## src/hw/rtl/cpo_pkg.sv

```systemverilog
package cpo_pkg;

  // datapath width of all CORDIC rows (covers gain growth of three chains)
  localparam int CW = 38;
  // angle residue width in the rotation row
  localparam int ZW = 34;
  localparam int ADDR_W = 3;

  localparam logic [31:0] QUARTER = 32'h4000_0000;
  localparam logic [31:0] HALF    = 32'h8000_0000;
  localparam logic [13:0] MARGIN_RST = 14'd128;
  localparam logic [15:0] TURN_UNITS = 16'd46080;
  // floor(a/45) = (a * DIV45_MUL) >> DIV45_SH, exact for a <= 32768
  localparam logic [15:0] DIV45_MUL = 16'd46604;
  localparam int DIV45_SH = 21;

  // register index, taken from paddr[2]
  localparam logic IDX_POLE_MARGIN = 1'b0;

  typedef enum logic [1:0] {
    ST_MOVED = 2'd0,
    ST_POLE  = 2'd1,
    ST_FLAT  = 2'd2
  } status_e;

  typedef struct packed {
    logic signed [31:0] pivot_x;
    logic signed [31:0] pivot_y;
    logic signed [31:0] pivot_z;
    logic signed [31:0] point_x;
    logic signed [31:0] point_y;
    logic signed [31:0] point_z;
    logic signed [15:0] step_angle;
  } in_beat_t;

  typedef struct packed {
    logic signed [31:0] new_x;
    logic signed [31:0] new_y;
    logic signed [31:0] new_z;
    status_e            status;
  } out_beat_t;

  // per-item context that rides along the cell rows
  typedef struct packed {
    logic signed [31:0] pivot_x;
    logic signed [31:0] pivot_y;
    logic signed [31:0] pivot_z;
    logic signed [31:0] point_x;
    logic signed [31:0] point_y;
    logic signed [31:0] point_z;
    logic signed [32:0] dy;
    logic [31:0]        ang;
    logic               flip;
    logic               hzero;
  } ctx_t;

  typedef struct packed {
    logic              valid;
    ctx_t              ctx;
    logic signed [CW-1:0] hx;
    logic signed [CW-1:0] hz;
    logic [31:0]       dirs;
  } hv_beat_t;

  typedef struct packed {
    logic              valid;
    ctx_t              ctx;
    logic [31:0]       dirs;
    logic signed [CW-1:0] vx;
    logic signed [CW-1:0] vy;
    logic [31:0]       acc;
    logic signed [CW-1:0] rx;
    logic signed [CW-1:0] ry;
    logic signed [ZW-1:0] rz;
  } pt_beat_t;

  typedef struct packed {
    logic              valid;
    ctx_t              ctx;
    logic [31:0]       dirs;
    logic signed [CW-1:0] hx;
    logic signed [CW-1:0] hz;
    logic signed [CW-1:0] x;
    logic [31:0]       phi;
  } rp_beat_t;

  localparam logic [31:0] ATAN_TAB [32] = '{
    32'd536870912, 32'd316933406, 32'd167458907, 32'd85004756, 32'd42667331,
    32'd21354465, 32'd10679838, 32'd5340245, 32'd2670163, 32'd1335087,
    32'd667544, 32'd333772, 32'd166886, 32'd83443, 32'd41722, 32'd20861,
    32'd10430, 32'd5215, 32'd2608, 32'd1304, 32'd652, 32'd326, 32'd163,
    32'd81, 32'd41, 32'd20, 32'd10, 32'd5, 32'd3, 32'd1, 32'd1, 32'd0
  };

  typedef logic [21:0] frac_tab_t [45];

  // floor((v * 2^22 + 22) / 45): fractional part of the step conversion
  function automatic frac_tab_t step_frac_tab();
    frac_tab_t t;
    for (int v = 0; v < 45; v++) begin
      t[v] = 22'(((64'(v) << 22) + 64'd22) / 64'd45);
    end
    return t;
  endfunction

  localparam frac_tab_t STEP_FRAC = step_frac_tab();

  // Q30 product of the squared CORDIC stage gains (1 + 2^-2i)
  function automatic logic [63:0] gain_p(int n);
    logic [63:0] p;
    p = 64'd1 << 30;
    for (int i = 0; i < n; i++) begin
      p = p + (p >> (2 * i));
    end
    return p;
  endfunction

  // round(2^60 / p), bitwise long division
  function automatic logic [63:0] recip_round(logic [63:0] p);
    logic [63:0] num;
    logic [63:0] rem;
    logic [63:0] quo;
    num = (64'd1 << 60) + (p >> 1);
    rem = '0;
    quo = '0;
    for (int b = 63; b >= 0; b--) begin
      rem = {rem[62:0], num[b]};
      if (rem >= p) begin
        rem = rem - p;
        quo[b] = 1'b1;
      end
    end
    return quo;
  endfunction

  function automatic logic [63:0] isqrt64(logic [63:0] v);
    logic [63:0] res;
    logic [63:0] bitv;
    logic [63:0] rem;
    res = '0;
    rem = v;
    bitv = 64'd1 << 62;
    for (int k = 0; k < 32; k++) begin
      if (bitv > rem) bitv = bitv >> 2;
    end
    for (int k = 0; k < 32; k++) begin
      if (bitv != 64'd0) begin
        if (rem >= res + bitv) begin
          rem = rem - (res + bitv);
          res = (res >> 1) + bitv;
        end else begin
          res = res >> 1;
        end
        bitv = bitv >> 2;
      end
    end
    return res;
  endfunction

endpackage

```

## src/hw/rtl/cpo_scale.sv

```systemverilog
// Sign-magnitude multiply by a Q30 gain, rounded half away from zero.
// Two stages: split partial products, then sum and round.
module cpo_scale (
  input  logic                       clk_i,
  input  logic                       en_i,
  input  logic signed [cpo_pkg::CW-1:0] value_i,
  input  logic [29:0]                gain_i,
  output logic signed [cpo_pkg::CW-1:0] value_o
);
  import cpo_pkg::*;

  localparam int LW = CW / 2;
  localparam int HW = CW - LW;
  localparam int SW = CW + 30;

  logic [CW-1:0]    mag;
  logic [LW+29:0]   pl_q;
  logic [HW+29:0]   ph_q;
  logic             neg_q;
  logic [SW-1:0]    sum;
  logic [CW-1:0]    rmag;
  logic signed [CW-1:0] res_q;

  assign mag = value_i[CW-1] ? CW'(-value_i) : CW'(value_i);

  always_ff @(posedge clk_i) begin
    if (en_i) begin
      neg_q <= value_i[CW-1];
      pl_q  <= (LW+30)'(mag[LW-1:0]) * (LW+30)'(gain_i);
      ph_q  <= (HW+30)'(mag[CW-1:LW]) * (HW+30)'(gain_i);
    end
  end

  assign sum  = (SW'(ph_q) << LW) + SW'(pl_q) + (SW'(1) << 29);
  assign rmag = sum[SW-1:30];

  always_ff @(posedge clk_i) begin
    if (en_i) begin
      res_q <= neg_q ? -$signed(rmag) : $signed(rmag);
    end
  end

  assign value_o = res_q;

endmodule

```

## config.mk

```make
export PLATFORM = sky130hd
export DESIGN_NAME = cpo_scale
export DESIGN_NICKNAME = d
export VERILOG_FILES = /design/src/hw/rtl/cpo_pkg.sv /design/src/hw/rtl/cpo_scale.sv
export SDC_FILE = /design/constraint.sdc
export NUM_CORES = 2
export LEC_CHECK = 0
export ABC_CLOCK_PERIOD_IN_PS = 15450
export BUFFER_PORTS_ARGS = -buffer_cell sky130_fd_sc_hd__buf_4
export CAP_MARGIN = 20
export CORE_AREA = 2 2 299 330
export CTS_CLUSTER_SIZE = 8
export DETAILED_ROUTE_END_ITERATION = 6
export DIE_AREA = 0 0 301 332
export GPL_ROUTABILITY_DRIVEN = 0
export PLACE_DENSITY_LB_ADDON = 0.25
export SYNTH_ARGS = -nofsm -noshare
export SYNTH_HDL_FRONTEND = slang
export SYNTH_SLANG_ARGS = --single-unit
```

## constraint.sdc

```tcl
create_clock -name clk_i -period 15.45 [get_ports clk_i]
set_input_delay 1.545 -clock clk_i [delete_from_list [all_inputs] [get_ports clk_i]]
set_output_delay 1.545 -clock clk_i [all_outputs]
set_load 0.1 [all_outputs]
```

# Word level (Yosys, flattened, before mapping)
# Index checks and enable logic that the tools add are counted.
[totals]
regBits = 137
latchBits = 0
ramBits = 0
romBits = 0
out_inout_bits = 38
wordCells = 12
n_memories = 0
[op_classes]
addsub = 4
multipliers = 2
div_mod_pow = 0
n_lt_le_gt_ge = 0
eq_ne = 0
shift = 0
n_mux = 2
n_bitwise = 0
reduce_logical = 0
[op_table]
columns = ["operator", "count"]
rows = [
  ["multiplier 19 x 30 -> 49 bit", 2],
  ["2-to-1 mux 38 bit", 2],
  ["negator 38 bit", 2],
  ["adder 68 x 30 -> 68 bit, second input constant", 1],
  ["adder 68 x 49 -> 68 bit", 1],
]

# Logic depth before layout (Yosys ltp)
[logic_depth]
ltp_word = 4
depth_mapped = 37
ltp_nobuf = 35

# Worst setup path before layout
# No wires, ideal clock.
[synth_timing]
kind = "input port to flip-flop"
from = "input port value_i[4] (netlist name)"
to = "register ph_q[46], data pin"
setup_ns = 0.265
t_arrival_ns = 11.046
required_ns = 15.185
setup_slack_ns = 4.139
cell_stages = 33
n_path_buf = 1
cell_sequence = "or4_1 or3_1 or3_1 or4_1 or4_1 or4_4 o31ai_1 xnor2_1 clkbuf_1 nand2_1 fa_1 inv_1 fa_1 inv_1 fa_1 inv_1 fa_1 fa_1 inv_1 fa_1 inv_1 ha_1 o21ai_0 nand2b_1 and3_1 a221o_1 a31o_2 a2111oi_0 nor2_1 a221oi_1 a21oi_1 and4b_1 or3_1"
[synth_between]
elab_chain_len = 3
[synth_rtl]
columns = ["element", "line_no", "source"]
rows = [
  ["from (decl)", "cpo_scale.sv:6", "input logic signed [cpo_pkg::CW-1:0] value_i,"],
  ["negator 38 bit", "cpo_scale.sv:24", "assign mag = value_i[CW-1] ? CW'(-value_i) : CW'(value_i);"],
  ["2-to-1 mux 38 bit", "cpo_scale.sv:24", ""],
  ["multiplier 19 x 30 -> 49 bit", "cpo_scale.sv:30", "ph_q <= (HW+30)'(mag[CW-1:LW]) * (HW+30)'(gain_i);"],
  ["to (signal assigned)", "cpo_scale.sv:30", ""],
  ["to (decl)", "cpo_scale.sv:18", "logic [HW+29:0] ph_q;"],
]
# No other way between the ends.
# A chain may end at the register's enable or synchronous reset.

# Worst setup path in the final report
# Ends and elaborated chain as after synthesis.

==> results.cfg <==
[sta]
post-route-period-util = 0.787
tightest_slew_ns = 0.983
period_needed_ns = 12.16
max_freq_mhz = 82.2
fin_setup_tns_ns = 0
setup_slack_ns = 3.29
max_slew_margin = 0.343
rsz0062_at_grt = no
finalSetupViolations = 0
finalHoldViolCount = 0
clock_skew_ns = 0.0103
slew_viol_final = 0

[clock_network]
cts.repair.resized = 0
htreeDepth = 4
ctsHoldBuffers = 0
cts_tree = done
clock_latency_ns = 0.43
clock-sinks = 118
clk_pin_slew_ns = 0.05
cts_buffers = 17
cts.path.max_buffers = 2
clock_tree.root_cell = clkbuf_16
postCtsSetupBuffers = 0

[logic_synthesis]
synth_cell_types = 78
synth.avg_cell_area_um2 = 8.82
synth_edf_count = 118
synthArstFlopShare = 0
synth_area_um2 = 43200
synthesis.nets = 6244
syn_inst = 4901
yosysWarnings = 0
synth-seq-area-share = 0.0820
synthFlopType = edfxtp_1
ys_ff_latch = 118

[global_route]
grt_pass1_vias = 34067
grt_pass1_wl_um = 186000
grt_usage = 0.239
globalRouteOverflowTotal = 0
antenna_found_initial = 4
grt_max_degree = 71

[routing]
dr.pass1.iters = 5
detail-route-antenna-nets = 0
via_count = 31744
wire_per_inst_um = 18.7
drt_wl_total_um = 114000
vias_per_cell = 5.21
first_iter_violations = 1967
drc = 0

[setup_path]
arrival_ns = 12.33
cp_slowest_stage_delay_ns = 0.58
path_common_cell = fa_1
ff2ff_path_depth = 14
cp-start-kind = input port
critPathMaxFanout = 30
criticalPathCategory = in -> reg
rr_endpoint = value_o[35]$_DFFE_PP_
cpLargestDelayFamily = simple AND/OR/NAND/NOR gates
r2r_start = pl_q[21]$_DFFE_PP_
critical_path.endpoint = ph_q[46]$_DFFE_PP_
crit_required_ns = 15.62
reg2reg_slack_ns = 10.24
crit_cells = 34
end_kind = register
crit_slowest_cell = or4_1
crit_buf_inv = 6
critical_path.startpoint = value_i[4]

[layout]
antenna_cells = 0
final_util = 0.474
nets = 6144
layout_common_cells = inv_1 (1184), fa_1 (949), nand2_1 (868), and2_1 (370), ha_1 (324)
register_area_um2 = 3540
nFillCells = 9289
layout_commonest_cell = inv_1
multiInputGateArea_um2 = 34600
area_delta_synth_final_pct = 6.21
design_area_um2 = 45900
drive_gt1_frac = 0.0507

[min_path]
worstHoldPathType = reg -> reg

[outcome]
outcome = complete, no violations

[floorplanning]
core_area_um2 = 96800
row_count = 120
num_io_pins = 108
dieArea_um2 = 99900
initial_utilization = 0.446
fp.dieW_um = 301
die_h_um = 332

[place]
placed_area_um2 = 45300
hpwl_um = 87600
place_ws_ns = 2.90
io_buffer_count = 107

[run]
cap_violations = 0
[state kept, by name, summed over array words and instances (netlist names)]
| name | cells |
|---|---|
| pl_q | 30 |
| ph_q | 49 |
| neg_q | 1 |
| value_o | 38 |
[area by class of cell]
class / instances / share of cell area
multi-input cells: 3329 / 0.754
well taps: 1281 / 0.0349
flip-flops and latches: 118 / 0.0772
clock inverters: 14 / 0.00349
clock buffers: 18 / 0.00935
inverters: 1185 / 0.0969
repair buffers: 150 / 0.0245
[synthesized netlist by cell type, drive strengths merged (8+ instances only)]
| master | count | share of area |
|---|---|---|
| nand2b | 17 | 0.0026 |
| nor4 | 13 | 0.0019 |
| o41ai | 8 | 0.0022 |
| a31oi | 11 | 0.0016 |
| nand2 | 869 | 0.076 |
| fa | 949 | 0.44 |
| edfxtp | 118 | 0.082 |
| and3 | 22 | 0.0032 |
| or3 | 12 | 0.0017 |
| a211oi | 11 | 0.0019 |
| and4 | 8 | 0.0016 |
| o21a | 9 | 0.0016 |
| xnor2 | 113 | 0.023 |
| nor2 | 68 | 0.0059 |
| or2 | 10 | 0.0014 |
| inv | 1185 | 0.10 |
| buf | 12 | 0.0012 |
| clkbuf | 257 | 0.022 |
| nor3 | 32 | 0.0037 |
| o21ai | 71 | 0.0082 |
| nor2b | 14 | 0.0020 |
| o31ai | 20 | 0.0035 |
| a21oi | 101 | 0.012 |
| or4 | 12 | 0.0023 |
| a21o | 64 | 0.011 |
| ha | 324 | 0.094 |
| o21bai | 14 | 0.0024 |
| and2 | 370 | 0.054 |
| xor2 | 43 | 0.0087 |
| nand4 | 22 | 0.0032 |
| nand3 | 22 | 0.0025 |
[stage by stage]
stage               hold WS (ns)  std cells
global route               0.574       6095
detailed placement         0.536       6063
finish                     0.547       6095
floorplan                  0.527       4901
CTS                        0.552       6095
global placement           0.531       6062
[worst min path at each step]
stage                             from                     to  slack, ns  cells after the start
global route        ph_q[48]$_DFFE_PP_  value_o[37]$_DFFE_PP_       0.57                      1
floorplan           ph_q[48]$_DFFE_PP_  value_o[37]$_DFFE_PP_       0.53                      1
finish              ph_q[48]$_DFFE_PP_  value_o[37]$_DFFE_PP_       0.55                      1
global placement    ph_q[48]$_DFFE_PP_  value_o[37]$_DFFE_PP_       0.53                      1
detailed placement  ph_q[48]$_DFFE_PP_  value_o[37]$_DFFE_PP_       0.54                      1
CTS                 ph_q[48]$_DFFE_PP_  value_o[37]$_DFFE_PP_       0.55                      1
[metal layers]
metal	share of wire	global-route usage	vias to the layer above	wire [µm]
met2	0.46	0.386	1010	52700
met1	0.42	0.323	16186	48200
met3	0.084	0.0547	189	9620
met4	0.030	0.0657	4	3380
li1	-	-	14355	-
met5	0.00027	0	-	31
[cell families (layout without fill, tap and decap cells)]
| group | count (synthesis) | in the layout | synth area share |
|---|---|---|---|
| xor+xnor | 156 | 156 | 0.0316 |
| compound gates | 388 | 388 | 0.0604 |
| fa+ha+maj | 1273 | 1273 | 0.534 |
| flops | 118 | 118 | 0.0820 |
| simple gates | 1503 | 1503 | 0.164 |
| mux | 9 | 9 | 0.00217 |
| buf+inv | 1454 | 1367 | 0.127 |
Power is not shown: default switching activity piles up to over one toggle a cycle in this logic, so the estimate is an artifact.
