`src/hw/rtl/cpo_pkg.sv`:
```
package cpo_pkg;

  // datapath width of all CORDIC rows (covers gain growth of three chains)
  localparam int CW = 38;
  // angle residue width in the rotation row
  localparam int ZW = 34;
  localparam int ADDR_W = 3;

  localparam logic [31:0] QUARTER = 32'h4000_0000;
  localparam logic [31:0] HALF    = 32'h8000_0000;
  localparam logic [13:0] MARGIN_RST = 14'd128;
  localparam logic [15:0] TURN_UNITS = 16'd46080;
  // floor(a/45) = (a * DIV45_MUL) >> DIV45_SH, exact for a <= 32768
  localparam logic [15:0] DIV45_MUL = 16'd46604;
  localparam int DIV45_SH = 21;

  // register index, taken from paddr[2]
  localparam logic IDX_POLE_MARGIN = 1'b0;

  typedef enum logic [1:0] {
    ST_MOVED = 2'd0,
    ST_POLE  = 2'd1,
    ST_FLAT  = 2'd2
  } status_e;

  typedef struct packed {
    logic signed [31:0] pivot_x;
    logic signed [31:0] pivot_y;
    logic signed [31:0] pivot_z;
    logic signed [31:0] point_x;
    logic signed [31:0] point_y;
    logic signed [31:0] point_z;
    logic signed [15:0] step_angle;
  } in_beat_t;

  typedef struct packed {
    logic signed [31:0] new_x;
    logic signed [31:0] new_y;
    logic signed [31:0] new_z;
    status_e            status;
  } out_beat_t;

  // per-item context that rides along the cell rows
  typedef struct packed {
    logic signed [31:0] pivot_x;
    logic signed [31:0] pivot_y;
    logic signed [31:0] pivot_z;
    logic signed [31:0] point_x;
    logic signed [31:0] point_y;
    logic signed [31:0] point_z;
    logic signed [32:0] dy;
    logic [31:0]        ang;
    logic               flip;
    logic               hzero;
  } ctx_t;

  typedef struct packed {
    logic              valid;
    ctx_t              ctx;
    logic signed [CW-1:0] hx;
    logic signed [CW-1:0] hz;
    logic [31:0]       dirs;
  } hv_beat_t;

  typedef struct packed {
    logic              valid;
    ctx_t              ctx;
    logic [31:0]       dirs;
    logic signed [CW-1:0] vx;
    logic signed [CW-1:0] vy;
    logic [31:0]       acc;
    logic signed [CW-1:0] rx;
    logic signed [CW-1:0] ry;
    logic signed [ZW-1:0] rz;
  } pt_beat_t;

  typedef struct packed {
    logic              valid;
    ctx_t              ctx;
    logic [31:0]       dirs;
    logic signed [CW-1:0] hx;
    logic signed [CW-1:0] hz;
    logic signed [CW-1:0] x;
    logic [31:0]       phi;
  } rp_beat_t;

  localparam logic [31:0] ATAN_TAB [32] = '{
    32'd536870912, 32'd316933406, 32'd167458907, 32'd85004756, 32'd42667331,
    32'd21354465, 32'd10679838, 32'd5340245, 32'd2670163, 32'd1335087,
    32'd667544, 32'd333772, 32'd166886, 32'd83443, 32'd41722, 32'd20861,
    32'd10430, 32'd5215, 32'd2608, 32'd1304, 32'd652, 32'd326, 32'd163,
    32'd81, 32'd41, 32'd20, 32'd10, 32'd5, 32'd3, 32'd1, 32'd1, 32'd0
  };

  typedef logic [21:0] frac_tab_t [45];

  // floor((v * 2^22 + 22) / 45): fractional part of the step conversion
  function automatic frac_tab_t step_frac_tab();
    frac_tab_t t;
    for (int v = 0; v < 45; v++) begin
      t[v] = 22'(((64'(v) << 22) + 64'd22) / 64'd45);
    end
    return t;
  endfunction

  localparam frac_tab_t STEP_FRAC = step_frac_tab();

  // Q30 product of the squared CORDIC stage gains (1 + 2^-2i)
  function automatic logic [63:0] gain_p(int n);
    logic [63:0] p;
    p = 64'd1 << 30;
    for (int i = 0; i < n; i++) begin
      p = p + (p >> (2 * i));
    end
    return p;
  endfunction

  // round(2^60 / p), bitwise long division
  function automatic logic [63:0] recip_round(logic [63:0] p);
    logic [63:0] num;
    logic [63:0] rem;
    logic [63:0] quo;
    num = (64'd1 << 60) + (p >> 1);
    rem = '0;
    quo = '0;
    for (int b = 63; b >= 0; b--) begin
      rem = {rem[62:0], num[b]};
      if (rem >= p) begin
        rem = rem - p;
        quo[b] = 1'b1;
      end
    end
    return quo;
  endfunction

  function automatic logic [63:0] isqrt64(logic [63:0] v);
    logic [63:0] res;
    logic [63:0] bitv;
    logic [63:0] rem;
    res = '0;
    rem = v;
    bitv = 64'd1 << 62;
    for (int k = 0; k < 32; k++) begin
      if (bitv > rem) bitv = bitv >> 2;
    end
    for (int k = 0; k < 32; k++) begin
      if (bitv != 64'd0) begin
        if (rem >= res + bitv) begin
          rem = rem - (res + bitv);
          res = (res >> 1) + bitv;
        end else begin
          res = res >> 1;
        end
        bitv = bitv >> 2;
      end
    end
    return res;
  endfunction

endpackage

```
`src/hw/rtl/cpo_replay_cell.sv`:
```
// Replays one recorded horizontal direction, inverse sense.
module cpo_replay_cell #(
  parameter int STAGE = 0
) (
  input  logic               clk_i,
  input  logic               rst_ni,
  input  logic               en_i,
  input  cpo_pkg::rp_beat_t  beat_i,
  output cpo_pkg::rp_beat_t  beat_o
);
  import cpo_pkg::*;

  rp_beat_t beat_d, beat_q;
  logic signed [CW-1:0] hx, hz;

  always_comb begin
    beat_d = beat_i;
    hx = beat_i.hx;
    hz = beat_i.hz;
    if (beat_i.dirs[STAGE]) begin
      beat_d.hx = hx - (hz >>> STAGE);
      beat_d.hz = hz + (hx >>> STAGE);
    end else begin
      beat_d.hx = hx + (hz >>> STAGE);
      beat_d.hz = hz - (hx >>> STAGE);
    end
  end

  always_ff @(posedge clk_i or negedge rst_ni) begin
    if (!rst_ni) begin
      beat_q <= '0;
    end else if (en_i) begin
      beat_q <= beat_d;
    end
  end

  assign beat_o = beat_q;

endmodule

```
`config.mk`:
```
export PLATFORM = sky130hd
export DESIGN_NAME = cpo_replay_cell
export DESIGN_NICKNAME = d
export VERILOG_FILES = /design/src/hw/rtl/cpo_pkg.sv /design/src/hw/rtl/cpo_replay_cell.sv
export SDC_FILE = /design/constraint.sdc
export NUM_CORES = 1
export LEC_CHECK = 0
export BUFFER_PORTS_ARGS = -buffer_cell sky130_fd_sc_hd__buf_2
export CAP_MARGIN = 25
export CORE_AREA = 2 2 345 347
export DETAILED_ROUTE_END_ITERATION = 16
export DIE_AREA = 0 0 347 349
export GPL_ROUTABILITY_DRIVEN = 0
export PLACE_DENSITY = 0.38
export RECOVER_POWER = 50
export SYNTH_ARGS = -nofsm -noshare
export SYNTH_HDL_FRONTEND = slang
export SYNTH_SLANG_ARGS = --single-unit
```
`constraint.sdc`:
```
create_clock -name clk_i -period 0.8 [get_ports clk_i]
set_input_delay 0.08 -clock clk_i [delete_from_list [all_inputs] [get_ports clk_i]]
set_output_delay 0.08 -clock clk_i [all_outputs]
set_load 0.02 [all_outputs]
```
Yosys cells after proc, flatten, opt, wreduce, memory -nomap -nowiden
Cells that the tools add are included.
{ "op_classes": {"n_addsub": 3, "n_mux": 1} }
{ "ops": {"columns": ["cell", "count"], "rows": [
  ["$mux 76", 1],
  ["$sub 38x38->38", 2],
  ["$add 38x38->38", 1]
]} }
{ "totals": {"ff_bits": 438, "inputBits": 441, "out_inout_bits": 438, "elab_cells": 20} }

Longest topological paths before layout
{ "logic_depth": {"word_depth": 2, "depth_mapped": 13, "depth_no_buf": 13} }

Worst setup path after synthesis
Ideal clock, no wire load.
{ "synth_timing": {"path_kind": "in2reg", "start": "input port beat_i[70] in the netlist's numbering", "end": "register beat_q (netlist bit beat_o[102])", "setup_time_ns": 0.082, "t_arrival_ns": 2.597, "t_required_ns": 0.718, "slack_ns": -1.878, "cell_stages": 12, "n_path_buf": 0, "cell_sequence": "ha_1 > fa_1 > nor2b_1 > o211ai_1 > a32oi_1 > a31oi_1 > a211o_1 > a21oi_2 > o311ai_2 > a21oi_1 > or3_1 > a31oi_1"} }
{ "synth_via": {"elab_chain_cells": 2, "word_cells_on_any_way": 3, "classes_between": "add/sub: 2; mux: 1"} }
{ "synth_lines": {"columns": ["item", "line_no", "source"], "rows": [
  ["start: declaration", "cpo_replay_cell.sv:8", "input cpo_pkg::rp_beat_t beat_i,"],
  ["$sub 38x38->38 / $add 38x38->38 (equally long branches)", "cpo_replay_cell.sv:25, cpo_replay_cell.sv:22", null],
  ["$mux 76 *", "cpo_replay_cell.sv:20", "if (beat_i.dirs[STAGE]) begin"],
  ["end signal: assignment", "cpo_replay_cell.sv:33", "beat_q <= beat_d;"],
  ["end: declaration", "cpo_replay_cell.sv:13", "rp_beat_t beat_d, beat_q;"]
]} }
Every way passes the cells marked *; elsewhere a longest branch is shown, timed or not.
A chain may end at the register's enable or synchronous reset.

Worst setup path in the final report
{ "layout_timing": {"start": "input port beat_i[70] in the netlist's numbering", "end": "register beat_q (netlist bit beat_o[140])"} }
{ "layout_via": {"elab_chain_cells": 2, "word_cells_on_any_way": 3, "classes_between": "add/sub: 2; mux: 1"} }
{ "layout_lines": {"columns": ["item", "line_no"], "rows": [
  ["$add 38x38->38 / $sub 38x38->38 (equally long branches)", "cpo_replay_cell.sv:24, cpo_replay_cell.sv:21"],
  ["$mux 76 *", "cpo_replay_cell.sv:20"]
]} }
Marks and branches as above.

==> flow_metrics.py <==
metrics = {
    "outcome": {
        "status": "complete, but fails checks",
        "failed_checks": "negative setup slack",
    },
    "timing": {
        "drv_slew": 0,
        "rsz0062_at_grt": "yes",
        "fmax_mhz": 423,
        "setup_viol": 838,
        "setup-tns-final_ns": -392.44,
        "hold_viol_final": 0,
        "hold_ws_ns": 0.00227,
        "tightest_slew_ns": 0.664,
        "setup_slack_ns": -1.57,
        "relSlewSlack_pct": 55.6,
        "post-route-period-util_pct": 296,
        "finalClockSkew_ns": 0,
        "period_needed_ns": 2.37,
    },
    "synthesis": {
        "synth-simple-area-share_pct": 6.49,
        "synth_mux_area_share_pct": 19.5,
        "yosysWarnings": 0,
        "synth_common_cells": "dfrtp_1 (437), mux2_2 (377), a21oi_1 (182)",
        "yosys.area_share.xor_xnor_pct": 2.75,
        "synthAdderAreaFrac_pct": 6.90,
        "syn_inst": 2012,
        "synthTopCellsByArea": "dfrtp_1 (48%), mux2_2 (19%), ha_1 (6.6%)",
        "async_flop_share_pct": 100,
        "synth_edf_count": 0,
        "synth_compound_area_share_pct": 12.2,
        "synth_area_sq_um": 22600,
        "synth_area_per_cell_sq_um": 11.2,
        "synth_top_family_by_area": "multiplexers",
        "yosysUniqueCellTypes": 76,
        "synth-seq-cells": 437,
        "mappedNetlistNets": 2576,
        "ys.flop_type": "dfrtp_1",
        "ys_seq_area_share_pct": 48.3,
        "synth_top_area_share_pct": 48.3,
        "yosysTopAreaCell": "dfrtp_1",
        "yosysMostFrequentCell": "dfrtp_1",
    },
    "routing": {
        "routedWlPerCell_microns": 23.6,
        "drt_iter0_markers": 1178,
        "antenna_left": 0,
        "first_pass_iters": 5,
        "route.detailed.drc": 0,
        "vias_per_cell": 4.23,
        "drt-total-wl_microns": 131000,
        "via_count": 23400,
    },
    "finish": {
        "area_growth_pct": 102,
        "final_core_util_pct": 38.9,
        "largest_reg_flops": 437,
        "num-nets-final": 4497,
        "stdcell_count": 5532,
        "layout-drive-gt1-share_pct": 59.9,
        "design_area_sq_um": 45700,
        "n_fill_cell": 11600,
    },
    "clock_tree": {
        "insertion_delay_ns": 0.67,
        "clk_path_buf_depth": 3,
        "htree_num_levels": 2,
        "cts.clk_slew.worst_paths_ns": 0.06,
        "root_buffer": "clkbuf_16",
        "cts_buffers": 58,
        "cts_tree": "done",
        "clock-sinks": 437,
    },
    "die": {
        "start_util_pct": 19.3,
        "die_area_sq_um": 121000,
        "fp.dieH_microns": 349,
        "rows": 126,
        "core-area_sq_um": 117000,
        "chipWidth_microns": 347,
        "ios": 879,
    },
    "critical_path": {
        "r2r-end": "beat_o[239]$_DFFE_PN0P_",
        "end_kind": "flop",
        "required_ns": 1.36,
        "path_max_fanout": 4,
        "cp-endpoint": "beat_o[140]$_DFFE_PN0P_",
        "start_kind": "primary input",
        "critical_path_arrival_ns": 2.93,
        "r2r_cells": 3,
        "crit_type": "in2reg",
        "critPathLaunch": "beat_i[70]",
        "rr_startpoint": "beat_o[239]$_DFFE_PN0P_",
        "r2r_setup_slack_ns": -0.24,
    },
    "hold_path": {
        "hp-class": "in2reg",
    },
    "job": {
        "drv_cap": 0,
    },
    "placed_design": {
        "place_area_sq_um": 35000,
        "pre_cts_ws_ns": -2.47,
        "io_buffer_count": 878,
        "hpwl_microns": 106000,
        "dp_cells": 4931,
    },
    "pwr": {
        "p_comb_share_pct": 37.0,
        "ir_worst_vdd_uv": 1420,
        "p_sw_share_pct": 33.6,
        "p_per_area_nw_per_um2": 1880,
        "finalPower_mw": 85.9,
        "p_leak_nw": 21.6,
        "power.internal_mw": 57.0,
        "p_sw_mw": 28.9,
        "power_frac_seq_pct": 31.7,
        "power.share.clock_pct": 31.3,
    },
    "global_route": {
        "overflow": 0,
        "grt_max_degree": 36,
        "grt_pass1_vias": 24900,
        "antenna_found_initial": 25,
        "track_usage_pct": 20.7,
        "grt_pass1_wl_microns": 183000,
    },
}
## power groups by stage
stage | logic (mW) | registers, mW | clock network, mW
after floorplan | 8.78 | 29.9 | 0
after global placement | 24.6 | 27.0 | 0
after detailed placement | 24.5 | 27.0 | 0
after CTS | 30.8 | 27.2 | 27.6
after global routing | 33.5 | 27.5 | 28.5
final | 31.8 | 27.3 | 26.9
## area by class of cell
type / count / area, sq um / share of cell area, %
repair buffers: 1965 / 16800 / 36.9
multi-input cells: 1347 / 13400 / 29.3
flip-flops and latches: 437 / 11000 / 24.1
well taps: 1536 / 1920 / 4.21
clock buffers: 90 / 1690 / 3.70
inverters: 124 / 538 / 1.18
clock inverters: 18 / 246 / 0.540
diodes: 15 / 37.5 / 0.0822
## metal layers
metal,vias to the layer above,share of wire [%],GRT usage [%]
met2,703,49,35.7
met1,11500,42,25.6
li1,11000,-,-
met3,187,5.1,3.93
met5,-,0.052,0
met4,10,3.7,7.37
## logic make-up after synthesis
group | after synthesis
compound gates | 444
flops | 437
mux | 393
simple gates | 316
buf+inv | 228
fa+ha+maj | 123
xor+xnor | 71
## layout by cell type, fill, tap and decap left out, drive strengths merged, types with 5 or more instances in the layout
cell / n
buf: 1587
dfrtp: 437
mux2: 377
dlygate4sd3: 371
a21oi: 183
nor2: 140
inv: 122
ha: 120
clkbuf: 97
o21ai: 86
xnor2: 62
nand2: 61
o21bai: 30
a21o: 29
nand4: 17
nand3: 16
mux2i: 16
nor3: 16
diode: 15
clkinv: 15
o211ai: 14
nand2b: 14
o31ai: 13
o21a: 11
nor2b: 10
a31oi: 10
xor2: 9
a211oi: 9
and3: 8
a221oi: 8
o31a: 7
nor4: 7
o22ai: 6
or3: 5
or4: 5
or2: 5
## critical path: stages
cell	delay, ns
buf_12	0.11
ha_4	0.16
fa_2	0.36
nor2b_4	0.14
o211ai_1	0.23
buf_4	0.18
a32oi_4	0.13
a31oi_4	0.23
a211o_4	0.20
buf_6	0.10
a21oi_4	0.05
o311ai_4	0.34
buf_4	0.19
nand3_4	0.07
and3_4	0.18
o31ai_4	0.15
## worst min-delay path by stage
stage                     start                 endpoint  depth (start not counted)
floorplan                rst_ni    beat_o[0]$_DFFE_PN0P_                          0
global placement         rst_ni  beat_o[124]$_DFFE_PN0P_                          1
detailed placement       rst_ni  beat_o[124]$_DFFE_PN0P_                          1
CTS                  beat_i[71]  beat_o[109]$_DFFE_PN0P_                          4
global route        beat_i[109]  beat_o[109]$_DFFE_PN0P_                          4
finish              beat_i[110]   beat_o[72]$_DFFE_PN0P_                          5
## timing repair
item	in CTS	in global routing
endpoints found under the hold margin	816	6
gates resized for setup	994	189
pin swaps	103	144
buffers inserted	73	59
setup endpoints to repair	523	880
hold buffers	371	2
Power figures use the tool's default switching activity.
