## config.mk

```make
export PLATFORM = sky130hd
export DESIGN_NAME = cpo_pitch_cell
export DESIGN_NICKNAME = d
export VERILOG_FILES = /design/src/hw/rtl/cpo_pkg.sv /design/src/hw/rtl/cpo_pitch_cell.sv
export SDC_FILE = /design/constraint.sdc
export NUM_CORES = 1
export LEC_CHECK = 0
export ABC_CLOCK_PERIOD_IN_PS = 2500
export BUFFER_PORTS_ARGS = -buffer_cell sky130_fd_sc_hd__buf_4
export CORE_AREA = 2 2 399 401
export DETAILED_ROUTE_END_ITERATION = 8
export DIE_AREA = 0 0 401 403
export GPL_ROUTABILITY_DRIVEN = 0
export PLACE_DENSITY = 0.48
export SYNTH_ARGS = -nofsm -noshare
export SYNTH_HDL_FRONTEND = slang
export SYNTH_SLANG_ARGS = --single-unit
```

## constraint.sdc

```tcl
create_clock -name clk_i -period 2.5 [get_ports clk_i]
set_input_delay 0.625 -clock clk_i [delete_from_list [all_inputs] [get_ports clk_i]]
set_output_delay 0.625 -clock clk_i [all_outputs]
set_load 0.05 [all_outputs]
```

## src/hw/rtl/cpo_pkg.sv

```systemverilog
package cpo_pkg;

  // datapath width of all CORDIC rows (covers gain growth of three chains)
  localparam int CW = 38;
  // angle residue width in the rotation row
  localparam int ZW = 34;
  localparam int ADDR_W = 3;

  localparam logic [31:0] QUARTER = 32'h4000_0000;
  localparam logic [31:0] HALF    = 32'h8000_0000;
  localparam logic [13:0] MARGIN_RST = 14'd128;
  localparam logic [15:0] TURN_UNITS = 16'd46080;
  // floor(a/45) = (a * DIV45_MUL) >> DIV45_SH, exact for a <= 32768
  localparam logic [15:0] DIV45_MUL = 16'd46604;
  localparam int DIV45_SH = 21;

  // register index, taken from paddr[2]
  localparam logic IDX_POLE_MARGIN = 1'b0;

  typedef enum logic [1:0] {
    ST_MOVED = 2'd0,
    ST_POLE  = 2'd1,
    ST_FLAT  = 2'd2
  } status_e;

  typedef struct packed {
    logic signed [31:0] pivot_x;
    logic signed [31:0] pivot_y;
    logic signed [31:0] pivot_z;
    logic signed [31:0] point_x;
    logic signed [31:0] point_y;
    logic signed [31:0] point_z;
    logic signed [15:0] step_angle;
  } in_beat_t;

  typedef struct packed {
    logic signed [31:0] new_x;
    logic signed [31:0] new_y;
    logic signed [31:0] new_z;
    status_e            status;
  } out_beat_t;

  // per-item context that rides along the cell rows
  typedef struct packed {
    logic signed [31:0] pivot_x;
    logic signed [31:0] pivot_y;
    logic signed [31:0] pivot_z;
    logic signed [31:0] point_x;
    logic signed [31:0] point_y;
    logic signed [31:0] point_z;
    logic signed [32:0] dy;
    logic [31:0]        ang;
    logic               flip;
    logic               hzero;
  } ctx_t;

  typedef struct packed {
    logic              valid;
    ctx_t              ctx;
    logic signed [CW-1:0] hx;
    logic signed [CW-1:0] hz;
    logic [31:0]       dirs;
  } hv_beat_t;

  typedef struct packed {
    logic              valid;
    ctx_t              ctx;
    logic [31:0]       dirs;
    logic signed [CW-1:0] vx;
    logic signed [CW-1:0] vy;
    logic [31:0]       acc;
    logic signed [CW-1:0] rx;
    logic signed [CW-1:0] ry;
    logic signed [ZW-1:0] rz;
  } pt_beat_t;

  typedef struct packed {
    logic              valid;
    ctx_t              ctx;
    logic [31:0]       dirs;
    logic signed [CW-1:0] hx;
    logic signed [CW-1:0] hz;
    logic signed [CW-1:0] x;
    logic [31:0]       phi;
  } rp_beat_t;

  localparam logic [31:0] ATAN_TAB [32] = '{
    32'd536870912, 32'd316933406, 32'd167458907, 32'd85004756, 32'd42667331,
    32'd21354465, 32'd10679838, 32'd5340245, 32'd2670163, 32'd1335087,
    32'd667544, 32'd333772, 32'd166886, 32'd83443, 32'd41722, 32'd20861,
    32'd10430, 32'd5215, 32'd2608, 32'd1304, 32'd652, 32'd326, 32'd163,
    32'd81, 32'd41, 32'd20, 32'd10, 32'd5, 32'd3, 32'd1, 32'd1, 32'd0
  };

  typedef logic [21:0] frac_tab_t [45];

  // floor((v * 2^22 + 22) / 45): fractional part of the step conversion
  function automatic frac_tab_t step_frac_tab();
    frac_tab_t t;
    for (int v = 0; v < 45; v++) begin
      t[v] = 22'(((64'(v) << 22) + 64'd22) / 64'd45);
    end
    return t;
  endfunction

  localparam frac_tab_t STEP_FRAC = step_frac_tab();

  // Q30 product of the squared CORDIC stage gains (1 + 2^-2i)
  function automatic logic [63:0] gain_p(int n);
    logic [63:0] p;
    p = 64'd1 << 30;
    for (int i = 0; i < n; i++) begin
      p = p + (p >> (2 * i));
    end
    return p;
  endfunction

  // round(2^60 / p), bitwise long division
  function automatic logic [63:0] recip_round(logic [63:0] p);
    logic [63:0] num;
    logic [63:0] rem;
    logic [63:0] quo;
    num = (64'd1 << 60) + (p >> 1);
    rem = '0;
    quo = '0;
    for (int b = 63; b >= 0; b--) begin
      rem = {rem[62:0], num[b]};
      if (rem >= p) begin
        rem = rem - p;
        quo[b] = 1'b1;
      end
    end
    return quo;
  endfunction

  function automatic logic [63:0] isqrt64(logic [63:0] v);
    logic [63:0] res;
    logic [63:0] bitv;
    logic [63:0] rem;
    res = '0;
    rem = v;
    bitv = 64'd1 << 62;
    for (int k = 0; k < 32; k++) begin
      if (bitv > rem) bitv = bitv >> 2;
    end
    for (int k = 0; k < 32; k++) begin
      if (bitv != 64'd0) begin
        if (rem >= res + bitv) begin
          rem = rem - (res + bitv);
          res = (res >> 1) + bitv;
        end else begin
          res = res >> 1;
        end
        bitv = bitv >> 2;
      end
    end
    return res;
  endfunction

endpackage

```

## src/hw/rtl/cpo_pitch_cell.sv

```systemverilog
// One step of the polar-angle vectoring and one of the step rotation.
module cpo_pitch_cell #(
  parameter int STAGE = 0
) (
  input  logic               clk_i,
  input  logic               rst_ni,
  input  logic               en_i,
  input  cpo_pkg::pt_beat_t  beat_i,
  output cpo_pkg::pt_beat_t  beat_o
);
  import cpo_pkg::*;

  pt_beat_t beat_d, beat_q;
  logic signed [CW-1:0] vx, vy, rx, ry;
  logic signed [ZW-1:0] rz, atan_z;

  always_comb begin
    beat_d = beat_i;
    vx = beat_i.vx;
    vy = beat_i.vy;
    rx = beat_i.rx;
    ry = beat_i.ry;
    rz = beat_i.rz;
    atan_z = $signed(ZW'(ATAN_TAB[STAGE]));
    if (!vy[CW-1]) begin
      beat_d.vx = vx + (vy >>> STAGE);
      beat_d.vy = vy - (vx >>> STAGE);
      beat_d.acc = beat_i.acc + ATAN_TAB[STAGE];
    end else begin
      beat_d.vx = vx - (vy >>> STAGE);
      beat_d.vy = vy + (vx >>> STAGE);
      beat_d.acc = beat_i.acc - ATAN_TAB[STAGE];
    end
    if (!rz[ZW-1]) begin
      beat_d.rx = rx - (ry >>> STAGE);
      beat_d.ry = ry + (rx >>> STAGE);
      beat_d.rz = rz - atan_z;
    end else begin
      beat_d.rx = rx + (ry >>> STAGE);
      beat_d.ry = ry - (rx >>> STAGE);
      beat_d.rz = rz + atan_z;
    end
  end

  always_ff @(posedge clk_i or negedge rst_ni) begin
    if (!rst_ni) begin
      beat_q <= '0;
    end else if (en_i) begin
      beat_q <= beat_d;
    end
  end

  assign beat_o = beat_q;

endmodule

```

# Word level (Yosys, flattened, before mapping)
# Cells that the tools add are included.
# word_totals
ff_bits,510
out_inout_bits,510
elab_cells,30
# op_classes
addsub,10
n_mux,2
# op_table
cell,count
subtractor 38 bit,4
two-way mux 110 bit,1
two-way mux 108 bit,1
adder 38 bit,2
adder 34 x 31 -> 34 bit (second input constant),1
subtractor 34 x 31 -> 34 bit (second input constant),1
adder 32 x 30 -> 32 bit (second input constant),1
subtractor 32 x 30 -> 32 bit (second input constant),1

# Depth between registers and ports, before layout
# Gate-level depths: netlist of the first run.
# depth
depth_word,2
mapped_depth,14

# Worst setup path before layout of the first run
# No wires, ideal clock.
# synth_timing
path_kind,in2reg
start,in beat_i[34] in the netlist's numbering
end,reg beat_q (netlist bit beat_o[104])
setup_ns,0.082
arrival_time_ns,3.193
required_time_ns,2.418
path_slack_ns,-0.775
stages,13
n_path_buf,1
path_cell_list,ha_1 > fa_1 > nor2b_1 > o21ai_1 > a2111oi_0 > o31a_1 > o211a_1 > o21ai_1 > and2_1 > buf_2 > a21oi_1 > or4_1 > a31oi_1
# synth_between
elab_chain_len,2
# synth_rtl
item,line,text
"start, declared",cpo_pitch_cell.sv:8,"input cpo_pkg::pt_beat_t beat_i,"
subtractor 38 bit / adder 38 bit (equally long branches),"cpo_pitch_cell.sv:35, cpo_pitch_cell.sv:39",
two-way mux 110 bit *,cpo_pitch_cell.sv:34,if (!rz[ZW-1]) begin
"end signal, assigned",cpo_pitch_cell.sv:49,beat_q <= beat_d;
"end, declared",cpo_pitch_cell.sv:13,"pt_beat_t beat_d, beat_q;"
# Mark *: on every way between the ends. The rest lies on a longest branch, timed or not.
# A chain may end at the register's enable or synchronous reset.

# Worst setup path after layout of the first run
# layout_timing
start,in beat_i[148] in the netlist's numbering
end,reg beat_q (netlist bit beat_o[217])
# layout_between
elab_chain_len,2
# layout_rtl
item,line,text
adder 38 bit / subtractor 38 bit (equally long branches),"cpo_pitch_cell.sv:26, cpo_pitch_cell.sv:30",
two-way mux 108 bit *,cpo_pitch_cell.sv:25,if (!vy[CW-1]) begin
# Marked as above.

==> results of run 1 <==
## layer usage
layer | GRT usage (%) | wire length [um]
met1 | 29.16 | 81250
met2 | 34.95 | 84730
met3 | 8.946 | 19750
met4 | 11.86 | 10480
met5 | 1.041 | 413
## stage by stage
step | instances | utilization, %
floorplan | 3288 | -
finish | 7234 | 34.64
global placement | 7037 | 31.21
detailed placement | 7037 | 31.21
CTS | 7197 | 33.75
global route | 7230 | 34.63
## Yosys cell counts, types with 22 or more instances
cell type  instances  area, um2
a211oi_1          24      180.2
a21o_1            60      450.4
a21oi_1          397       1987
buf_1             22      82.58
clkbuf_1         132      495.5
dfrtp_1          508      12710
ha_1             234       2928
inv_1            227      852.1
mux2_2           391       4403
mux2i_1           34      340.3
nand2_1          126      473.0
nand3_1           43      215.2
nand4_1           38      237.7
nor2_1           275       1032
nor3_1            44      220.2
o21ai_0          133      665.6
o21ai_1           24      120.1
o21bai_1          63      473.0
o31ai_1           25      187.7
xnor2_1          119       1042
## worst paths after layout
kind / startpoint / cells after the start / end
max in group asynchronous: rst_ni / 4 / beat_o[397]
min in group asynchronous: rst_ni / 2 / beat_o[56]
min: beat_i[267] / 2 / beat_o[267]
max reg2reg: beat_o[107] / 2 / beat_o[107]
max: beat_i[148] / 15 / beat_o[217]
min reg2reg: beat_o[33] / 1 / beat_o[33]
## what timing repair did
action | 4_1_cts | 5_1_grt
pin swaps | 160 | 182
resized for setup | 246 | 252
hold buffers | 1 | 0
gates cloned | 0 | 0
buffers inserted | 41 | 36
setup endpoints to repair | 89 | 104
endpoints found under the hold margin | 8 | 0
## layout make-up
| type | instances | share of cell area [%] |
|---|---|---|
| Timing Repair Buffer | 1907 | 27.48 |
| Sequential cell | 508 | 23.31 |
| Multi-Input combinational cell | 2366 | 37.98 |
| Clock inverter | 35 | 1.007 |
| Tap cell | 2072 | 4.753 |
| Clock buffer | 94 | 3.617 |
| Antenna cell | 13 | 0.05964 |
| Inverter | 239 | 1.792 |
## cells by family (layout without fill, tap and decap cells)
group	after synthesis	in the layout	synth area share, %
AOI/OAI and AO/OA	923	923	17.94
xor gates and xnor gates	136	136	3.722
adders and majority gates	242	242	9.650
buffers and inverters	414	2275	4.954
DFF	508	508	39.72
muxes	426	426	14.86
other	0	13	0
and+or+nand+nor	639	639	9.149
## worst max-delay path, delay by kind of cell
family	cells	cell delay (ps)
AO/OA/AOI/OAI	7	1380
XOR/XNOR	1	150
adder cells (fa/ha/maj)	1	190
buffers and inverters	5	600
AND/OR/NAND/NOR	1	560
## power groups by stage
| stage | logic, uW | clock network, uW | registers [uW] |
|---|---|---|---|
| after floorplan | 4170 | 0 | 14100 |
| final | 16100 | 11100 | 10200 |
| after detailed placement | 15100 | 0 | 10300 |
| after CTS | 15600 | 11400 | 10200 |
| after global placement | 15100 | 0 | 10300 |
| after global routing | 16800 | 11700 | 10300 |
==> impl_metrics.tcl, run 1 <==
set metrics [dict create \
    crit_fanout 3 \
    die-area_mm2 0.1616 \
    nets 5847 \
    mostFrequentLayoutCells "1,807 x buf_4, 508 x dfrtp_1, 381 x mux2_2" \
    viasPerCell 4.667 \
    drtAntennaViolNets 0 \
    grt_pass1_vias 33840 \
    clock_sinks 508 \
    slew_viol_final 0 \
    place_worst_setup_slack_ps -1352 \
    multi_input_area_mm2 0.02072 \
    cp_common_cell "buf_6" \
    max_freq_mhz 338.2 \
    tightest_slew_ps 810.2 \
    synth_cell_types 88 \
    synth_edf_count 0 \
    cp_slowest_cell "or4_4" \
    seq_area_mm2 0.01271 \
    synth_cells 3288 \
    seq_area_frac_synth_pct 39.72 \
    ioPinCount 1023 \
    largest_reg_flops 508 \
    yosysWarnings 0 \
    hpwl_um 167000 \
    ys_ff_latch 508 \
    clkSlewWorstSetupHoldPaths_ps 70 \
    nFillCells 16280 \
    fin_crit_sh_pct 118.3 \
    vias 33760 \
    clock_path_buffers 3 \
    outcome "finished with violations" \
    critPathMaxStageDelay_ps 560 \
    relSlewSlack_pct 45.57 \
    power_uw 37420 \
    async_reset_ff_share_pct 100.0 \
    min_period_ps 2957 \
    intPower_uw 21880 \
    clk_latency_ps 680 \
    p_clk_share_pct 29.7 \
    power.leakage_uw 0.02521 \
    endpoint_kind "flop" \
    io_buffers 1022 \
    critPathLaunchType "primary input" \
    grt_pass1_wl_um 267400 \
    critPathRequiredTime_ps 3070 \
    fin_area_mm2 0.05454 \
    power.switching_uw 15530 \
    track_usage_pct 23.40 \
    power_density_mw_per_mm2 686.0 \
    violations "negative setup slack" \
    place_area_mm2 0.04914 \
    fp.dieW_um 401 \
    drive_gt1_share_pct 55.93 \
    p_seq_share_pct 27.3 \
    routed_wl_um 196600 \
    ir_drop_uv 530.0 \
    rrSetupSlack_ps 1410 \
    rows 146 \
    fin_tns_setup_ps -16910 \
    h-tree-depth 3 \
    cts-root-buf "clkbuf_16" \
    die_y_um 403 \
    antenna_found_initial 49 \
    cts_inserted_buffers 70 \
    pwr-share-comb_pct 42.9 \
    drc_errors 0 \
    core_region_area_mm2 0.1575 \
    finalHoldViolations 0 \
    syn_area_mm2 0.03200 \
    worstSetupPathType "in2reg" \
    final-setup-viol-count 88 \
    firstDrtPassIters 5 \
    syn_nets 4043 \
    wl_per_cell_um 27.18 \
    maxCapViolations 0 \
    drt_iter0_drc 2620 \
    finClkSkew_ps 0 \
    synthFlopType "dfrtp_1" \
    grt_overflow 0 \
    worstPathArrival_ps 3530 \
    cts_tree "built" \
    crit_path_cell_trace "buf_8, inv_4, ha_4, or4_4, a311oi_4, buf_6, o31ai_4, a211oi_4, buf_4, o2111ai_4, a31o_4, buf_6, a211oi_2, xnor2_1, a21oi_1" \
    layout_commonest_cell "buf_4" \
    start_util_pct 20.32 \
    switching_share_pct 41.51 \
    whs_ps 164.0 \
    avgSynthCellArea_um2 9.733 \
    syn2layout_area_growth_pct 70.45 \
    worst_slack_ps -456.8 \
    grt_start_max_net_pins 87 \
    rsz0062_at_grt "yes" \
    hold_path.class "in2reg" \
]
No activity file was read; power rests on OpenSTA's default activity.
==> run 2, diff against run 1 <==
--- a/config.mk
+++ b/config.mk
@@ -13,4 +13,5 @@
 export GPL_ROUTABILITY_DRIVEN = 0
 export PLACE_DENSITY = 0.48
+export SETUP_SLACK_MARGIN = 0.5
 export SYNTH_ARGS = -nofsm -noshare
 export SYNTH_HDL_FRONTEND = slang
==> constraint.sdc (replaced) <==
create_clock -name clk_i -period 2.5 [get_ports clk_i]
set_input_delay 0.625 -clock clk_i [delete_from_list [all_inputs] [get_ports clk_i]]
set_output_delay 0.625 -clock clk_i [all_outputs]
set_load 0.01 [all_outputs]
==> run 2 against run 1 <==
The run still ends with negative setup slack left. Maximum frequency shrank 0.97%. Clock-buffer cell count grew 4. Critical path depth grew 1. Utilization grew 0.81 points. Final cell count grew 0.51%. Sequential share of layout area shrank 0.51 points. Critical endpoint is now beat_o[209]. Largest cell class unchanged.
==> impl_metrics.tcl, run 2 (same netlist as run 1, synthesis figures left out) <==
set metrics [dict create \
    fin_crit_sh_pct 119.4 \
    nets 5900 \
    wl_per_cell_um 27.26 \
    fin_area_mm2 0.05583 \
    whs_ps 154.9 \
    clock_sinks 508 \
    worstPathArrival_ps 3540 \
    drt_iter0_drc 2636 \
    crit_fanout 3 \
    die-area_mm2 0.1616 \
    tightest_slew_ps 766.1 \
    mostFrequentLayoutCells "1,806 x buf_4, 499 x dfrtp_1, 374 x mux2_2" \
    h-tree-depth 3 \
    rsz0062_at_grt "yes" \
    drive_gt1_share_pct 58.29 \
    power.switching_uw 12240 \
    clkSlewWorstSetupHoldPaths_ps 60 \
    intPower_uw 22140 \
    clk_latency_ps 690 \
    critPathMaxStageDelay_ps 560 \
    cts-root-buf "clkbuf_16" \
    final-setup-viol-count 89 \
    die_y_um 403 \
    cts_inserted_buffers 71 \
    start_util_pct 20.32 \
    nFillCells 16200 \
    firstDrtPassIters 6 \
    syn2layout_area_growth_pct 74.45 \
    slew_viol_final 0 \
    place_area_mm2 0.04926 \
    core_region_area_mm2 0.1575 \
    rows 146 \
    crit_path_cell_trace "buf_8, ha_4, or4_4, a311oi_2, buf_4, o31ai_4, buf_6, a211oi_4, buf_6, o41ai_4, buf_4, buf_4, buf_6, o21ai_2, xnor2_1, mux2_4" \
    vias 34050 \
    drtAntennaViolNets 0 \
    cp_slowest_cell "or4_4" \
    min_period_ps 2986 \
    critPathLaunchType "primary input" \
    crit_buf_inv 7 \
    power_density_mw_per_mm2 615.8 \
    grt_overflow 0 \
    grt_pass1_vias 33960 \
    maxCapViolations 0 \
    relSlewSlack_pct 48.53 \
    critPathRequiredTime_ps 3050 \
    track_usage_pct 23.51 \
    worst_slack_ps -485.8 \
    power_uw 34370 \
    viasPerCell 4.682 \
    place_worst_setup_slack_ps -1253 \
    drc_errors 0 \
    p_seq_share_pct 29.8 \
    hold_path.class "in2reg" \
    worstSetupPathType "in2reg" \
    max_freq_mhz 334.9 \
    endpoint_kind "flop" \
    fp.dieW_um 401 \
    finClkSkew_ps 0 \
    largest_reg_flops 508 \
    violations "negative setup slack" \
    cts_tree "built" \
    antenna_found_initial 29 \
    layout_commonest_cell "buf_4" \
    ioPinCount 1023 \
    ir_drop_uv 447.3 \
    clock_path_buffers 3 \
    grt_start_max_net_pins 88 \
    hpwl_um 168000 \
    finalHoldViolations 0 \
    switching_share_pct 35.60 \
    crit_family "buffers and inverters" \
    grt_pass1_wl_um 269400 \
    outcome "finished with violations" \
    io_buffers 1022 \
    p_clk_share_pct 32.1 \
    power.leakage_uw 0.02575 \
    routed_wl_um 198200 \
    pwr-share-comb_pct 38.1 \
]
## run 2: cell types whose count changed in the layout (fill, tap and decap cells not counted), moves of 10 or more
cell      delta
xnor2_1     -13
a21oi_2     +16
o21ai_0     -21
clkbuf_8    +10
a21oi_4     +13
o21ai_2     +17
a21oi_1     -29
xnor2_2     +12
buf_6       +49
## run 2: cell type report
type / count / area (um2) / area share (%)
timing repair buffer: 1959 / 15610 / 27.95
multi-input combinational: 2366 / 21380 / 38.29
clock inverter: 25 / 450.4 / 0.8068
sequential: 508 / 12720 / 22.79
antenna: 4 / 10.01 / 0.01793
inverter: 239 / 978.4 / 1.753
clock buffer: 98 / 2088 / 3.741
tap: 2072 / 2592 / 4.644
## run 2: metrics by stage
step	setup TNS, ps	std cells	util, %
floorplan	-24250	3288	-
global placement	-109530	7032	31.29
detailed placement	-110380	7032	31.29
CTS	-10310	7210	34.29
global route	-24570	7268	35.45
finish	-20090	7271	35.45
## run 2: path summary, 6_finish.rpt
kind	depth (start not counted)	slack (ps)	end	start
hold reg to reg	2	490	beat_o[140]	beat_o[140]
setup reg to reg	2	1440	beat_o[107]	beat_o[107]
setup / recovery	16	-490	beat_o[209]	beat_i[186]
min in group asynchronous	2	460	beat_o[487]	rst_ni
hold / removal	2	150	beat_o[360]	beat_i[360]
max in group asynchronous	3	1090	beat_o[419]	rst_ni
## run 2: power groups by stage
stage,Clock [uW],Sequential (uW),Combinational (uW)
global route,11600,10400,13800
CTS,11400,10200,12400
detailed placement,0,10300,11700
floorplan,0,10600,4210
finish,11000,10200,13100
global placement,0,10300,11600
## run 2: routing by layer
metal	vias up	GRT usage [%]	part of all wire, %
li1	15360	-	-
met1	16990	30.17	43
met2	1341	34.62	42
met3	318	9.957	11
met4	42	9.255	4.4
met5	-	0	0.14
## run 2: repair_timing
item                                   4_1_cts  5_1_grt
endpoints found under the hold margin       19        0
buffers inserted                            54       57
hold buffers                                 1        0
setup endpoints to repair                  164      153
pin swaps                                  225      227
resized for setup                          386      291
